[src/design/sine_wave_led_dither_pwm_macros.svh]
// assertion macros used by the led dither pwm top level
// expects clk and rst_n in the scope of the module that uses them
`ifndef SINE_WAVE_LED_DITHER_PWM_MACROS_SVH
`define SINE_WAVE_LED_DITHER_PWM_MACROS_SVH

// condition must hold at every clock edge out of reset
`define SWLD_ASSERT_ALWAYS(label, cond, msg) \
  label: assert property (@(posedge clk) disable iff (!rst_n) (cond)) else $error(msg);

// same-cycle implication
`define SWLD_ASSERT_IMPL(label, ante, cons, msg) \
  label: assert property (@(posedge clk) disable iff (!rst_n) (ante) |-> (cons)) else $error(msg);

`endif

[src/design/swld_pkg.sv]
// types, constants and the quarter-wave sine table of the led dither pwm block
// no dependencies
package swld_pkg;

  localparam int POT_W    = 10;
  localparam int SPREAD_W = 8;
  localparam int ANGLE_W  = 9;
  localparam int DUTY_W   = 8;
  localparam int LEVEL_W  = 8;
  localparam int FOLD_W   = 7;

  localparam int DEG_FULL    = 360;
  localparam int DEG_HALF    = 180;
  localparam int DEG_QUARTER = 90;
  localparam int DUTY_MAX    = 255;

  localparam logic MODE_TICK = 1'b0;
  localparam logic MODE_WAVE = 1'b1;

  typedef enum logic [1:0] {
    CODE_NONE     = 2'd0,
    CODE_HIGH     = 2'd1,
    CODE_LOW      = 2'd2,
    CODE_HIGH_LOW = 2'd3
  } code_t;

  typedef enum logic [1:0] {
    ST_IDLE,
    ST_RUN,
    ST_DONE
  } state_t;

  // one memory word per channel
  typedef struct packed {
    logic [DUTY_W-1:0] duty;
    logic [DUTY_W-1:0] err;
    code_t             pend;
  } chan_word_t;

  localparam logic [DUTY_W-1:0] QSINE_TAB [DEG_QUARTER+1] = '{
    8'd0,   8'd4,   8'd9,   8'd13,  8'd18,  8'd22,  8'd27,  8'd31,  8'd35,  8'd40,
    8'd44,  8'd49,  8'd53,  8'd57,  8'd62,  8'd66,  8'd70,  8'd75,  8'd79,  8'd83,
    8'd87,  8'd91,  8'd96,  8'd100, 8'd104, 8'd108, 8'd112, 8'd116, 8'd120, 8'd124,
    8'd127, 8'd131, 8'd135, 8'd139, 8'd143, 8'd146, 8'd150, 8'd153, 8'd157, 8'd160,
    8'd164, 8'd167, 8'd171, 8'd174, 8'd177, 8'd180, 8'd183, 8'd186, 8'd190, 8'd192,
    8'd195, 8'd198, 8'd201, 8'd204, 8'd206, 8'd209, 8'd211, 8'd214, 8'd216, 8'd219,
    8'd221, 8'd223, 8'd225, 8'd227, 8'd229, 8'd231, 8'd233, 8'd235, 8'd236, 8'd238,
    8'd240, 8'd241, 8'd243, 8'd244, 8'd245, 8'd246, 8'd247, 8'd248, 8'd249, 8'd250,
    8'd251, 8'd252, 8'd253, 8'd253, 8'd254, 8'd254, 8'd254, 8'd255, 8'd255, 8'd255,
    8'd255
  };

  // folded angle is 0..90 by construction
  function automatic logic [DUTY_W-1:0] quarter_sine(input logic [FOLD_W-1:0] a);
    logic [DUTY_W-1:0] v;
    v = '0;
    if (a <= FOLD_W'(DEG_QUARTER)) begin
      v = QSINE_TAB[a];
    end
    return v;
  endfunction

endpackage

[src/design/sine_wave_led_dither_pwm.sv]
// top level of the eight-channel sine wave led driver with dithered pwm
// depends on swld_pkg, swld_chan_update and sine_wave_led_dither_pwm_macros.svh
//
//   channel  direction  handshake            payload
//   in_      input      in_valid / in_ready  in_mode, in_pot_sample
//   out_     output     out_valid / out_ready out_pin_levels
//
// after its transfer an item makes one pass over the channels before its result;
// the per-channel state memory has one read and one write port, and the
// sequencer visits one channel per cycle, read in one cycle, updated and written back
// in the next. the memory is not cleared; a valid flop per entry, cleared by reset,
// makes an entry that was never written read as all zero. a result held by low
// out_ready does not stop the next transfer; that item waits in its last state.
`include "sine_wave_led_dither_pwm_macros.svh"

module sine_wave_led_dither_pwm
  import swld_pkg::*;
#(
  parameter int CHANNELS = 8
)
(
  input  logic               clk,
  input  logic               rst_n,
  input  logic               in_valid,
  output logic               in_ready,
  input  logic               in_mode,
  input  logic [POT_W-1:0]   in_pot_sample,
  output logic               out_valid,
  input  logic               out_ready,
  output logic [LEVEL_W-1:0] out_pin_levels
);

  localparam int IDX_W = (CHANNELS > 1) ? $clog2(CHANNELS) : 1;
  localparam int CNT_W = $clog2(CHANNELS + 1);
  localparam logic [CNT_W-1:0]   CNT_LAST   = CNT_W'(CHANNELS);
  localparam logic [IDX_W-1:0]   IDX_LAST   = IDX_W'(CHANNELS - 1);
  localparam logic [ANGLE_W-1:0] PHASE_LAST = ANGLE_W'(DEG_FULL - 1);

  state_t state_r, state_nxt;

  // wave position
  logic [ANGLE_W-1:0]  phase_r;
  logic [ANGLE_W-1:0]  phase_inc;
  logic [ANGLE_W-1:0]  angle_r;
  logic [ANGLE_W-1:0]  angle_nxt;
  logic [ANGLE_W:0]    angle_sum;
  logic [SPREAD_W-1:0] spread_r;
  logic                mode_r;

  // sequencer and memory ports
  logic [CNT_W-1:0]    iss_cnt_r;
  logic                rd_en;
  logic [IDX_W-1:0]    rd_addr;
  logic                proc_vld_r;
  logic [IDX_W-1:0]    proc_idx_r;
  logic                proc_last;
  chan_word_t          mem [CHANNELS];
  chan_word_t          rd_word_r;
  chan_word_t          cur_word;
  chan_word_t          wr_word;
  logic [CHANNELS-1:0] vld_r;
  logic                lvl;

  // pin levels
  logic [LEVEL_W-1:0]  levels_acc_r;
  logic [LEVEL_W-1:0]  levels_acc_nxt;
  logic [LEVEL_W-1:0]  last_levels_r;
  logic                out_valid_r;
  logic [LEVEL_W-1:0]  out_pin_levels_r;
  logic                out_free;
  logic                in_fire;

  assign in_fire        = in_valid && in_ready;
  assign out_free       = !out_valid_r || out_ready;
  assign out_valid      = out_valid_r;
  assign out_pin_levels = out_pin_levels_r;

  // control sequence: idle, one pass over the channels, result hand-off
  always_ff @(posedge clk) begin
    if (!rst_n) begin
      state_r <= ST_IDLE;
    end else begin
      state_r <= state_nxt;
    end
  end

  always_comb begin
    state_nxt = state_r;
    in_ready  = 1'b0;
    unique case (state_r)
      ST_IDLE: begin
        in_ready = 1'b1;
        if (in_valid) begin
          state_nxt = ST_RUN;
        end
      end
      ST_RUN: begin
        if (proc_last) begin
          state_nxt = ST_DONE;
        end
      end
      ST_DONE: begin
        if (out_free) begin
          state_nxt = ST_IDLE;
        end
      end
      default: state_nxt = ST_IDLE;
    endcase
  end

  // phase steps by one degree per wave step, wrapping at 360
  assign phase_inc = (phase_r == PHASE_LAST) ? '0 : phase_r + 1'b1;

  // channel angle advances by the spread, one compare-subtract keeps it below 360
  assign angle_sum = (ANGLE_W+1)'(angle_r) + (ANGLE_W+1)'(spread_r);
  assign angle_nxt = (angle_sum >= (ANGLE_W+1)'(DEG_FULL))
                   ? ANGLE_W'(angle_sum - (ANGLE_W+1)'(DEG_FULL))
                   : ANGLE_W'(angle_sum);

  always_ff @(posedge clk) begin
    if (!rst_n) begin
      phase_r <= ANGLE_W'(1);
    end else if (in_fire && in_mode == MODE_WAVE) begin
      phase_r <= phase_inc;
    end
  end

  // item payload; angle starts at the new phase for channel 0
  always_ff @(posedge clk) begin
    if (in_fire) begin
      mode_r   <= in_mode;
      spread_r <= in_pot_sample[POT_W-1:POT_W-SPREAD_W];
      angle_r  <= phase_inc;
    end else if (proc_vld_r) begin
      angle_r  <= angle_nxt;
    end
  end

  // read issue: one channel per cycle
  assign rd_en     = (state_r == ST_RUN) && (iss_cnt_r != CNT_LAST);
  assign rd_addr   = iss_cnt_r[IDX_W-1:0];
  assign proc_last = proc_vld_r && (proc_idx_r == IDX_LAST);

  always_ff @(posedge clk) begin
    if (!rst_n) begin
      iss_cnt_r  <= '0;
      proc_vld_r <= 1'b0;
    end else begin
      proc_vld_r <= rd_en;
      if (in_fire) begin
        iss_cnt_r <= '0;
      end else if (rd_en) begin
        iss_cnt_r <= iss_cnt_r + 1'b1;
      end
    end
  end

  always_ff @(posedge clk) begin
    if (rd_en) begin
      proc_idx_r <= rd_addr;
    end
  end

  // state memory: registered read, write-back in the following cycle at another entry
  always_ff @(posedge clk) begin
    if (proc_vld_r) begin
      mem[proc_idx_r] <= wr_word;
    end
    if (rd_en) begin
      rd_word_r <= mem[rd_addr];
    end
  end

  always_ff @(posedge clk) begin
    if (!rst_n) begin
      vld_r <= '0;
    end else if (proc_vld_r) begin
      vld_r[proc_idx_r] <= 1'b1;
    end
  end

  // an entry never written holds reset state: zero duty, error and code
  assign cur_word = vld_r[proc_idx_r] ? rd_word_r : '0;

  swld_chan_update u_chan (
    .is_wave (mode_r == MODE_WAVE),
    .angle   (angle_r),
    .word_i  (cur_word),
    .word_o  (wr_word),
    .level   (lvl)
  );

  // channels past the pin width fall off the shift
  assign levels_acc_nxt = levels_acc_r | (LEVEL_W'(lvl) << proc_idx_r);

  always_ff @(posedge clk) begin
    if (in_fire) begin
      levels_acc_r <= '0;
    end else if (proc_vld_r) begin
      levels_acc_r <= levels_acc_nxt;
    end
  end

  // wave steps repeat the levels of the last tick
  always_ff @(posedge clk) begin
    if (!rst_n) begin
      last_levels_r <= '0;
    end else if (proc_last && mode_r == MODE_TICK) begin
      last_levels_r <= levels_acc_nxt;
    end
  end

  // output register
  always_ff @(posedge clk) begin
    if (!rst_n) begin
      out_valid_r <= 1'b0;
    end else if (state_r == ST_DONE && out_free) begin
      out_valid_r <= 1'b1;
    end else if (out_ready) begin
      out_valid_r <= 1'b0;
    end
  end

  always_ff @(posedge clk) begin
    if (state_r == ST_DONE && out_free) begin
      out_pin_levels_r <= last_levels_r;
    end
  end

  `SWLD_ASSERT_ALWAYS(a_phase_range, phase_r <= PHASE_LAST, "phase left 0..359")
  `SWLD_ASSERT_IMPL(a_angle_range, proc_vld_r && mode_r == MODE_WAVE, angle_r <= PHASE_LAST, "channel angle left 0..359")
  `SWLD_ASSERT_IMPL(a_rw_collide, rd_en && proc_vld_r, rd_addr != proc_idx_r, "read and write-back hit the same entry")
  `SWLD_ASSERT_IMPL(a_proc_in_run, state_r != ST_RUN, !proc_vld_r && !rd_en, "memory access outside a channel pass")
  `SWLD_ASSERT_IMPL(a_tick_pend, proc_vld_r && mode_r == MODE_TICK, wr_word.pend == CODE_NONE || wr_word.pend == CODE_LOW, "tick left a high code pending")

endmodule

[src/design/swld_chan_update.sv]
// per-channel update of the led dither pwm block: sine duty or bresenham dither
// depends on swld_pkg
module swld_chan_update
  import swld_pkg::*;
(
  input  logic               is_wave,
  input  logic [ANGLE_W-1:0] angle,
  input  chan_word_t         word_i,
  output chan_word_t         word_o,
  output logic               level
);

  logic [ANGLE_W-2:0] half_ang;
  logic [FOLD_W-1:0]  fold_ang;
  logic [DUTY_W-1:0]  on_w;
  logic [DUTY_W-1:0]  off_w;
  logic [DUTY_W-1:0]  sum;
  logic [DUTY_W-1:0]  err_nxt;
  code_t              code;

  // fold 0..359 down to 0..90
  always_comb begin
    if (angle >= ANGLE_W'(DEG_HALF)) begin
      half_ang = (ANGLE_W-1)'(angle - ANGLE_W'(DEG_HALF));
    end else begin
      half_ang = angle[ANGLE_W-2:0];
    end
    if (half_ang > (ANGLE_W-1)'(DEG_QUARTER)) begin
      fold_ang = FOLD_W'((ANGLE_W-1)'(DEG_HALF) - half_ang);
    end else begin
      fold_ang = FOLD_W'(half_ang);
    end
  end

  // dither: draw a fresh code only when none is pending
  always_comb begin
    on_w    = word_i.duty;
    off_w   = DUTY_W'(DUTY_MAX) - on_w;
    sum     = '0;
    err_nxt = word_i.err;
    code    = word_i.pend;
    if (word_i.pend == CODE_NONE) begin
      if (on_w == '0) begin
        code = CODE_HIGH;
      end else if (off_w == '0) begin
        code = CODE_LOW;
      end else if (on_w > off_w) begin
        sum = word_i.err + off_w;
        if (sum >= on_w) begin
          err_nxt = sum - on_w;
          code    = CODE_HIGH_LOW;
        end else begin
          err_nxt = sum;
          code    = CODE_LOW;
        end
      end else begin
        sum = word_i.err + on_w;
        if (sum >= off_w) begin
          err_nxt = sum - off_w;
          code    = CODE_HIGH_LOW;
        end else begin
          err_nxt = sum;
          code    = CODE_HIGH;
        end
      end
    end
  end

  always_comb begin
    word_o = word_i;
    level  = 1'b0;
    if (is_wave) begin
      word_o.duty = quarter_sine(fold_ang);
    end else begin
      word_o.err = err_nxt;
      level      = (code == CODE_HIGH) || (code == CODE_HIGH_LOW);
      case (code)
        CODE_HIGH_LOW: word_o.pend = CODE_LOW;
        default:       word_o.pend = CODE_NONE;
      endcase
    end
  end

endmodule

[config.mk]
export PLATFORM = sky130hd
export DESIGN_NAME = sine_wave_led_dither_pwm
export DESIGN_NICKNAME = d
export VERILOG_FILES = /design/src/design/swld_pkg.sv /design/src/design/sine_wave_led_dither_pwm.sv /design/src/design/swld_chan_update.sv
export VERILOG_INCLUDE_DIRS = /design/src /design/src/design
export SDC_FILE = /design/constraint.sdc
export NUM_CORES = 1
export LEC_CHECK = 0
export BUFFER_PORTS_ARGS = -buffer_cell sky130_fd_sc_hd__buf_2
export CAP_MARGIN = 20
export CORE_UTILIZATION = 65
export CTS_CLUSTER_DIAMETER = 40
export DETAILED_ROUTE_END_ITERATION = 8
export PLACE_DENSITY_LB_ADDON = 0.15
export SLEW_MARGIN = 20
export SYNTH_ARGS = -nofsm -noshare
export SYNTH_HDL_FRONTEND = slang
export SYNTH_SLANG_ARGS = --single-unit
[constraint.sdc]
create_clock -name clk -period 7.7 [get_ports clk]
set_input_delay 1.155 -clock clk [delete_from_list [all_inputs] [get_ports clk]]
set_output_delay 1.155 -clock clk [all_outputs]
set_load 0.02 [all_outputs]
# ---- Yosys cells after proc, flatten, opt, wreduce, memory -nomap -nowiden
# Memories as Yosys holds them, arrays and structs flattened. A register that Yosys moved wholly into a read port is not among the register bits.
# Cells that the tools add are included.
dict set report totals {
  input_bits 15
  n_memories 2
  mem_bits_rw 144
  ff_bits 70
  output_inout_bits 10
  wordCells 109
  romBits 1024
}
dict set report op_classes {
  n_eq_ne 10
  shift 1
  n_mux 39
  reduce_logical 18
  bitwise_logic 5
  n_addsub 11
  n_lt_le_gt_ge 10
}
# memory depth word_bits rd rd_clocked_by_memory_dff write_ports line
set mem_list {}
lappend mem_list {{(name not given)} 128 8 1 0 0 swld_pkg.sv:58} ;# v = QSINE_TAB[a];
lappend mem_list {mem 8 18 1 1 1 sine_wave_led_dither_pwm.sv:57} ;# chan_word_t mem [CHANNELS];
# op n
set op_table {}
lappend op_table {{$mux W8} 11}
lappend op_table {{$mux W9} 4}
lappend op_table {{$mux W18} 1}
lappend op_table {{$mux W2} 9}
lappend op_table {{$add A8 B8 Y8} 2}
lappend op_table {{$ge A8 B8 Y1} 2}
lappend op_table {{$logic_not A8 Y1} 2}
lappend op_table {{$or A8 B8 Y8} 2}
lappend op_table {{$sub A8 B8 Y8} 2}
lappend op_table {{$add A9 B8 Y10} 1}
lappend op_table {{$ge A10 B9 Y1 const B} 1}
lappend op_table {{$mux W10} 1}
lappend op_table {{$add A9 B1 Y9 const B} 1}
lappend op_table {{$eq A9 B9 Y1 const B} 1}
lappend op_table {{$ge A9 B8 Y1 const B} 1}
lappend op_table {{$mux W1} 9}
lappend op_table {{$sub A9 B9 Y9 const B} 1}
lappend op_table {{$ge A8 B8 Y1 const B} 1}
lappend op_table {{$gt A8 B7 Y1 const B} 1}
lappend op_table {{$gt A8 B8 Y1} 1}
lappend op_table {{$not A7 Y8} 1}
lappend op_table {{$shl A1 B3 Y8} 1}
lappend op_table {{$sub A8 B8 Y8 const A} 1}
lappend op_table {{$sub A8 B8 Y8 const B} 1}
lappend op_table {{22 further kinds} 36}

# ---- Logic depth before layout (Yosys ltp)
dict set report logic_depth {
  ltp_word 16
  depth_mapped 23
  mapped_depth_nobuf 21
}

# ---- Modules after synthesis
# A second synthesis with hierarchy kept.
dict set report hier_totals {
  cells_unflattened 1088
  hier_area_um2 12660.9
}
# mod area_each_um2 seq_area_each_um2 n_inst cells_each
set by_module_without_submodules {}
lappend by_module_without_submodules {sine_wave_led_dither_pwm 9466.6 6556.3 1 622}
lappend by_module_without_submodules {swld_chan_update 3194.3 0.0 1 466}

# ---- Worst setup path before layout
# Ideal clock, no wire load.
dict set report synth_path {
  path_type {flip-flop to flip-flop}
  startpoint {register proc_idx_r[1]}
  endpoint {memory mem[0][4] (netlist name) (data pin)}
  setup_slack_ps 2518
  arrival_ps 4917
  setup_time_ps 265
  required_time_ps 7435
  period_less_slack_ps 5182
  n_path_buf 4
  stages_incl_launch_ff 20
  path_cell_list {edfxtp_1 -> buf_2 -> mux4_2 -> mux2_2 -> buf_2 -> clkbuf_1 -> nand2_1 -> inv_1 -> fa_1 -> inv_1 -> fa_1 -> a21o_1 -> a21o_1 -> a311o_1 -> a21oi_1 -> o21ai_0 -> clkbuf_1 -> a211oi_1 -> a31oi_1 -> o21ai_0}
}
# item line
set synth_lines {}
lappend synth_lines {{start: declaration} sine_wave_led_dither_pwm.sv:55} ;# logic [IDX_W-1:0] proc_idx_r;
lappend synth_lines {{start signal: assignment} sine_wave_led_dither_pwm.sv:160} ;# proc_idx_r <= rd_addr;
lappend synth_lines {{end: declaration} sine_wave_led_dither_pwm.sv:57}

==> results.cfg <==
[power_and_ir_drop]
power.density_mw_per_mm2 = 352.5
power_leakage_nw = 4.963
vdd_drop_max_uv = 228.8
finalPower_mw = 4.872

[placement]
pre_cts_slack_ns = 1.805
dp.cells = 1355
place_area_sq_mm = 0.01311
dp.final_hpwl_um = 19060
gp_congestion = 0.9898
port_buffers = 22

[setup_path]
crit_arrival_ns = 6.20
critPathLaunchType = register
critical_path_class = reg -> reg
crit_start = proc_idx_r[1]$_DFFE_PP_
r2r-start = proc_idx_r[1]$_DFFE_PP_
crit_path_end_kind = register
crit_fanout = 20
crit_required_ns = 7.84
reg2reg_depth = 19

[timing]
setup_violations = 0
tightest_slew_ns = 1.110
finalSetupTns_ns = 0
final.setup.worst_slack_ns = 1.643
finalHoldViolations = 0
period_share_pct = 78.67
fmax_mhz = 165.1
relSlewSlack_pct = 23.90
clock_skew_ns = 0.02258
worst_hold_slack_ns = 0.4377
drv_slew = 0
fin_crit_ns = 6.057
rsz0062_at_grt = false

[layout]
fill_cells = 1250
drive_above_1_share_pct = 13.64
design_area_sq_mm = 0.01382
multiInputGateArea_sq_mm = 0.005831
final-seq-area_sq_mm = 0.006559
fin_util_pct = 72.92
finalNonFillerCells = 1396
area_growth_pct = 8.303
num_antenna_cells = 0
fin_nets = 1194

[global_routing]
grt_pass1_vias = 8949
grt-ovfl-total = 0
grt.total_usage_pct = 31.64
grt_max_degree = 42
grt_first_pass_wirelength_um = 48840
antenna_found_initial = 0

[synthesis]
yosysMostFrequentCell = edfxtp_1
synthDominantCellAreaShare_pct = 44.94
netlist_area_sq_mm = 0.01276
syn-num-nets = 1186
yosysSeqAreaShare_pct = 51.37
synthArstFlopShare_pct = 0
syn_area_per_cell_sq_um = 11.48
synth_area_leaders = edfxtp_1, mux4_2, dfxtp_1
ys_top_cells_by_count = edfxtp_1, nand2_1, nor2_1, a21oi_1, ha_1
synth_seq_cells = 232
yosysTopAreaCell = edfxtp_1
synth_warnings = 0
syn_inst = 1112
synth_enable_flop_cells = 191
synth_ff_type = edfxtp_1
synth_cell_types = 92

[status]
status = complete, no violations

[routing]
vias = 9159
via_per_inst = 6.561
routed_wire_length_per_instance_um = 21.97
ant_nets = 0
drt_iter0_markers = 813
drc = 0
wirelength_um = 30660
dr.pass1.iters = 5

[clocking]
clock-sinks = 232
clkSlewWorstSetupHoldPaths_ns = 0.06
postCtsHoldBufs = 0
cts_max_path_buffers = 3
clk_latency_ns = 0.51
cts-resized-gates = 0
htreeDepth = 1
cts_tree = built
postCtsSetupBuffers = 0
ctsRootBufferMaster = clkbuf_16
cts_made_buffers = 22

[floorplanning]
io_pins = 25
die_area_sq_mm = 0.02020
rows = 50
die_y_um = 142.1
start_util_pct = 67.33
core_sq_mm = 0.01896
die_x_um = 142.1

[run]
drv_cap = 0

[min_path]
hp-start = last_levels_r[1]$_SDFFE_PN0P_
min_path_type = reg -> reg
whs_path_depth = 0
[layer usage]
metal  GRT usage [%]  vias to the layer above  part of all wire, %
met5               0                        -                    0
met4           11.26                        0                  2.5
met3           3.769                       61                  8.4
met2           52.14                      457                   48
met1           43.67                     4401                   41
li1                -                     4240                    -
[critical path, cell delays in order, from the launching register on]
cell	delay, ns
edfxtp_1	0.57
mux4_2	0.59
mux2_2	0.46
nand2_1	0.37
ha_1	0.31
nand2b_1	0.14
a21oi_1	0.18
o21ai_0	0.10
a21oi_1	0.21
o21ai_0	0.16
a21oi_1	0.23
nor2b_1	0.08
ha_1	0.33
nand2_1	0.08
a21oi_1	0.14
o41ai_2	0.11
nand2_1	0.42
mux2i_1	0.24
o21ai_0	0.10
o21ai_0	0.88
[placed cells by master, fill, tap and decap left out, types with 10 or more instances in the layout]
master and n:
a211oi_1 10, a21boi_0 17, a21o_1 13, a21oi_1 58, a22o_1 14, a31oi_1 16
and2_1 15, buf_2 22, buf_4 16, clkbuf_16 23, dfxtp_1 39, edfxtp_1 191
ha_1 54, inv_1 42, mux2i_1 12, mux4_2 38, nand2_1 148, nand2b_1 11
nand3_1 16, nor2_1 62, nor3_1 12, o211ai_1 11, o21a_1 14, o21ai_0 49
xnor2_1 25, xor2_1 13
[state kept, by name (all words and copies together) (netlist names)]
| register | cells |
|---|---|
| spread_r | 8 |
| out_pin_levels | 8 |
| rd_word_r | 18 |
| vld_r | 8 |
| mem | 144 |
| proc_vld_r | 1 |
| state_r | 2 |
| angle_r | 9 |
| iss_cnt_r | 4 |
| phase_r | 9 |
| last_levels_r | 8 |
| out_valid | 1 |
| proc_idx_r | 3 |
| mode_r | 1 |
| levels_acc_r | 8 |
[worst paths after layout]
check                           slack (ns)                     endpoint
worst max-delay path                  1.64          mem[6][3]$_DFFE_PP_
worst min-delay path                  0.44  out_pin_levels[1]$_DFFE_PP_
worst min register to register        0.44  out_pin_levels[1]$_DFFE_PP_
worst max register to register        1.64          mem[6][3]$_DFFE_PP_
[cell type report]
type / count / area share, %
Clock buffer: 32 / 4.553
Clock inverter: 8 / 0.5340
Inverter: 46 / 1.267
Multi-Input combinational cell: 780 / 42.18
Sequential cell: 232 / 47.45
Tap cell: 260 / 2.353
Timing Repair Buffer: 38 / 1.665
[cells by family (layout without fill, tap and decap cells)]
logic type	Yosys count	after routing	synth area share, %
muxes	55	55	8.107
DFF	232	232	51.37
and+or+nand+nor	338	338	12.34
xor gates and xnor gates	38	38	2.608
adders and majority gates	59	59	6.078
buffers and inverters	100	124	3.264
AOI/OAI and AO/OA	290	290	16.23
[power by group]
group	switching [mW]	internal, mW
Clock	0.446	0.606
Combinational	1.43	0.737
Sequential	0.0751	1.58
Total	1.95	2.92
Power figures use the tool's default switching activity.
